`src/hdl/hds_pkg.sv`:
```
// shared constants, types and helpers for the hash dedup set
`default_nettype none
package hds_pkg;

  // operation codes
  localparam logic FUNC_INSERT = 1'b0;
  localparam logic FUNC_CLEAR  = 1'b1;

  // splitmix64 finaliser constants
  localparam logic [63:0] MIX_C1 = 64'hbf58476d1ce4e5b9;
  localparam logic [63:0] MIX_C2 = 64'h94d049bb133111eb;
  localparam int unsigned MIX_SH1 = 30;
  localparam int unsigned MIX_SH2 = 27;
  localparam int unsigned MIX_SH3 = 31;

  // memory port control from the probe sequencer
  typedef struct packed {
    logic rd;        // read key and used flag
    logic wr_key;    // write key entry
    logic wr_used;   // write used flag
    logic used_val;  // value of used flag to write
  } hds_mem_ctl_t;

  function automatic logic [63:0] mul_full(input logic [31:0] a, input logic [31:0] b);
    logic [63:0] r;
    r = {32'd0, a} * {32'd0, b};
    return r;
  endfunction

  function automatic logic [31:0] mul_lo(input logic [31:0] a, input logic [31:0] b);
    logic [31:0] r;
    r = a * b;
    return r;
  endfunction

endpackage
`default_nettype wire

```
`src/hdl/hds_hash.sv`:
```
// pipelined splitmix64 finaliser giving the home slot of a key
`default_nettype none
module hds_hash
  import hds_pkg::*;
#(
  parameter int OUT_W = 10
) (
  input  wire logic             clk,
  input  wire logic             rst_n,
  input  wire logic             in_valid,
  input  wire logic [63:0]      in_key,
  output logic                  out_valid,
  output logic [OUT_W-1:0]      out_slot
);

  logic [4:0]       v_r;
  logic [63:0]      x1_r;
  logic [63:0]      p0a_r, p0b_r;
  logic [31:0]      p1a_r, p2a_r, p1b_r, p2b_r;
  logic [63:0]      y_r;
  logic [OUT_W-1:0] slot_r;
  logic [63:0]      m1, m2, hx;

  // 64x64 low product from three 32x32 partial products
  assign m1 = p0a_r + {p1a_r + p2a_r, 32'd0};
  assign m2 = p0b_r + {p1b_r + p2b_r, 32'd0};
  assign hx = m2 ^ (m2 >> MIX_SH3);

  always_ff @(posedge clk) begin
    if (!rst_n) begin
      v_r <= '0;
    end else begin
      v_r <= {v_r[3:0], in_valid};
    end
  end

  always_ff @(posedge clk) begin
    x1_r   <= in_key ^ (in_key >> MIX_SH1);
    p0a_r  <= mul_full(x1_r[31:0], MIX_C1[31:0]);
    p1a_r  <= mul_lo(x1_r[63:32], MIX_C1[31:0]);
    p2a_r  <= mul_lo(x1_r[31:0], MIX_C1[63:32]);
    y_r    <= m1 ^ (m1 >> MIX_SH2);
    p0b_r  <= mul_full(y_r[31:0], MIX_C2[31:0]);
    p1b_r  <= mul_lo(y_r[63:32], MIX_C2[31:0]);
    p2b_r  <= mul_lo(y_r[31:0], MIX_C2[63:32]);
    slot_r <= hx[OUT_W-1:0];
  end

  assign out_valid = v_r[4];
  assign out_slot  = slot_r;

endmodule
`default_nettype wire

```
`config.mk`:
```
export PLATFORM = sky130hd
export DESIGN_NAME = hds_hash
export DESIGN_NICKNAME = d
export VERILOG_FILES = /design/src/hdl/hds_pkg.sv /design/src/hdl/hds_hash.sv
export SDC_FILE = /design/constraint.sdc
export NUM_CORES = 2
export LEC_CHECK = 0
export BUFFER_PORTS_ARGS = -buffer_cell sky130_fd_sc_hd__buf_2
export CAP_MARGIN = 20
export CORE_AREA = 2 2 332 334
export DETAILED_ROUTE_END_ITERATION = 10
export DIE_AREA = 0 0 334 336
export PLACE_DENSITY = 0.68
export SLEW_MARGIN = 25
export SYNTH_ARGS = -nofsm -noshare
export SYNTH_HDL_FRONTEND = slang
export SYNTH_SLANG_ARGS = --single-unit
```
`constraint.sdc`:
```
create_clock -name clk -period 12.44 [get_ports clk]
set_input_delay 0.622 -clock clk [delete_from_list [all_inputs] [get_ports clk]]
set_output_delay 0.622 -clock clk [all_outputs]
set_load 0.005 [all_outputs]
```
==> results.sh <==
export IMPL_die_area_um2=112000
export IMPL_r2r_start="x1_r[4]"
export IMPL_via_per_inst=5.21
export IMPL_async_flop_share=0
export IMPL_first_global_vias=40400
export IMPL_grt_max_degree=18
export IMPL_ys_seq_area_frac=0.0990
export IMPL_grt_pass1_wl_um=237000
export IMPL_drive_gt1_frac=0.0354
export IMPL_synth_xor_area_frac=0.0605
export IMPL_post_route_period_util=0.638
export IMPL_yosysTopAreaCell="fa_1"
export IMPL_cp_max_fo=11
export IMPL_cts_hold_buffers_added=0
export IMPL_end_kind="register"
export IMPL_synth_nets=7714
export IMPL_core_area_um2=108000
export IMPL_routedWlPerCell_um=21.8
export IMPL_finalSetupTns_ps=0
export IMPL_clk_path_buf_depth=3
export IMPL_endpoint="p0a_r[59]"
export IMPL_drt_iter0_drc=2444
export IMPL_synth_area_mux_share=0
export IMPL_cp_arrival_ps=8450
export IMPL_synth_top_family_by_area="adder cells"
export IMPL_cts_resized=0
export IMPL_tritoncts="built"
export IMPL_r2r_end="p0a_r[59]"
export IMPL_netlist_area_um2=56200
export IMPL_synth_seq_cells=278
export IMPL_min_path_type="input pin to register"
export IMPL_yosys_area_share_simple=0.0316
export IMPL_postSynthAreaPerCell_um2=10.3
export IMPL_synth_edf_count=0
export IMPL_slowest_stage="dfxtp_1"
export IMPL_synth_top_area_share=0.387
export IMPL_synth_warning_count=0
export IMPL_area_growth_pct=6.44
export IMPL_rows=121
export IMPL_htree_levels=2
export IMPL_worstSetupStartpointType="register"
export IMPL_min_period_ps=7940
export IMPL_fmax_mhz=126
export IMPL_path_clk_slew_ps=70
export IMPL_finClkSkew_ps=33.3
export IMPL_cts_setup_buffers=0
export IMPL_synth_area_leaders="fa_1 39%, ha_1 24%, inv_1 12%"
export IMPL_drc=0
export IMPL_drt_wl_total_um=154000
export IMPL_max_cap_viol_count=0
export IMPL_dp_final_hpwl_um=137000
export IMPL_nets=7850
export IMPL_synth_compound_area_share=0.0655
export IMPL_initial_core_util=0.519
export IMPL_place_gp_congestion=0.951
export IMPL_first_pass_iters=5
export IMPL_worstPathRequired_ps=12960
export IMPL_cp_startpoint="x1_r[4]"
export IMPL_r2r_setup_slack_ps=4500
export IMPL_cts_sink_count=278
export IMPL_track_usage=0.285
export IMPL_clk_insertion_delay_late_ps=610
export IMPL_port_buffers=77
export IMPL_grt_ovfl_total=0
export IMPL_root_buffer="clkbuf_16"
export IMPL_rsz0062_at_grt="no"
export IMPL_relSlewSlack=0.300
export IMPL_synth_cell_types=79
export IMPL_status="finished, final reports clean"
export IMPL_utilization=0.552
export IMPL_tightest_slew_ps=1050
export IMPL_ant_nets=0
export IMPL_final_hold_viol_count=0
export IMPL_dr_total_vias=36800
export IMPL_synth_flop_cell="dfxtp_1"
export IMPL_synthCells=5481
export IMPL_drv_slew=0
export IMPL_ios=78
export IMPL_worst_path_most_repeated_cell="fa_1"
export IMPL_nFillCells=9639
export IMPL_cts_made_buffers=37
export IMPL_r2r_cells=25
export IMPL_die_x_um=334
export IMPL_die_h_um=336
export IMPL_synth_fa_ha_area_frac=0.627
export IMPL_grt_antenna_before_repair=5
export IMPL_antennaDiodeCount=0
export IMPL_crit_type="register to register"
export IMPL_worst_path_largest_cell_delay_ps=750
export IMPL_setup_violations_final=0
## synthesized netlist by cell type (all sizes together) (5+ instances only)
master and n:
inv 1735, fa 1087, ha 1079, dfxtp 278
xnor2 258, a21oi 180, xor2 130, a21o 111
nor2 96, nand2 86, o21ai 84, o21bai 37
nor3 28, nand3 26, o21a 25, and3 23
nor2b 23, a31oi 19, nand2b 19, a211oi 14
nand4 12, and2 10, or3 9, a2111oi 7
a211o 7, or2 7, nor4 6, o211ai 6
a21boi 5, a31o 5
## registers in the layout, summed over array words and instances, names as in the netlist
| register | flops |
|---|---|
| p2a_r | 32 |
| y_r | 41 |
| out_slot | 10 |
| p1a_r | 32 |
| v_r | 5 |
| p2b_r | 9 |
| p0a_r | 59 |
| p0b_r | 17 |
| p1b_r | 9 |
| x1_r | 64 |
## cell type report
cell class                      count  area, um^2  area share
Clock buffer                       46        1020      0.0171
Clock inverter                     22         284     0.00475
Inverter                         1735        6510       0.109
Multi-Input combinational cell   3465       44100       0.737
Sequential cell                   278        5570      0.0930
Tap cell                         1414        1770      0.0296
Timing Repair Buffer              100         558     0.00933
## per-layer routing
layer | share of wire | GRT usage | vias up
met5 | 0 | 0 | -
met3 | 0.061 | 0.0471 | 268
met2 | 0.46 | 0.472 | 1071
met1 | 0.43 | 0.372 | 18400
li1 | - | - | 17100
met4 | 0.048 | 0.118 | 0
## layout by cell type (no fill, tap or decap), types with 7 or more instances in the layout
| cell | count |
|---|---|
| xor2_1 | 130 |
| inv_1 | 1735 |
| a211o_1 | 7 |
| nor3_1 | 28 |
| buf_4 | 23 |
| buf_2 | 77 |
| a31oi_1 | 18 |
| dfxtp_1 | 278 |
| ha_1 | 1079 |
| xnor2_1 | 258 |
| and3_1 | 20 |
| nand3_1 | 26 |
| a211oi_1 | 11 |
| fa_1 | 1087 |
| o21a_1 | 25 |
| a21o_1 | 109 |
| o21bai_1 | 37 |
| nor2b_1 | 23 |
| a21oi_1 | 180 |
| clkbuf_16 | 38 |
| nor2_1 | 95 |
| and2_1 | 9 |
| nand2_1 | 85 |
| o21ai_0 | 82 |
| or3_1 | 9 |
| nand4_1 | 12 |
| nand2b_1 | 19 |
| or2_2 | 7 |
## cell families after synthesis
kind of cell / Yosys count
xor gates and xnor gates: 388
buffers and inverters: 1738
and+or+nand+nor: 358
adders and majority gates: 2166
DFF: 278
AOI/OAI and AO/OA: 553
## critical path, delay by kind of cell (launching register included)
kind                       cells  cell delay (ps)
adders and majority gates      9             4320
DFF                            1              750
xor gates and xnor gates       1              150
buffers and inverters          6              550
AOI/OAI and AO/OA              8             1960
and+or+nand+nor                1              140
## worst min-delay path by stage
stage	start	end	slack, ps	cells after the start
3_5_place_dp	p0a_r[9]	y_r[9]	420	1
3_3_place_gp	v_r[3]	v_r[4]	420	1
2_1_floorplan	y_r[32]	p1b_r[0]	390	0
6_report	in_key[41]	x1_r[41]	140	1
5_1_grt	in_key[38]	x1_r[38]	130	1
4_1_cts	in_key[53]	x1_r[53]	110	1
## through the flow
step	hold slack, ps	setup slack [ps]	cell area, um^2	instances
finish	144	4500	59800	7060
global route	129	4200	59800	7060
CTS	108	4570	59800	7060
detailed placement	420	4600	58500	6992
global placement	415	4710	58500	6992
floorplan	391	5350	56200	5481
Power is left out: the tool's default activity adds up to more than one toggle a clock period on the data nets, which glitch-free logic cannot reach.
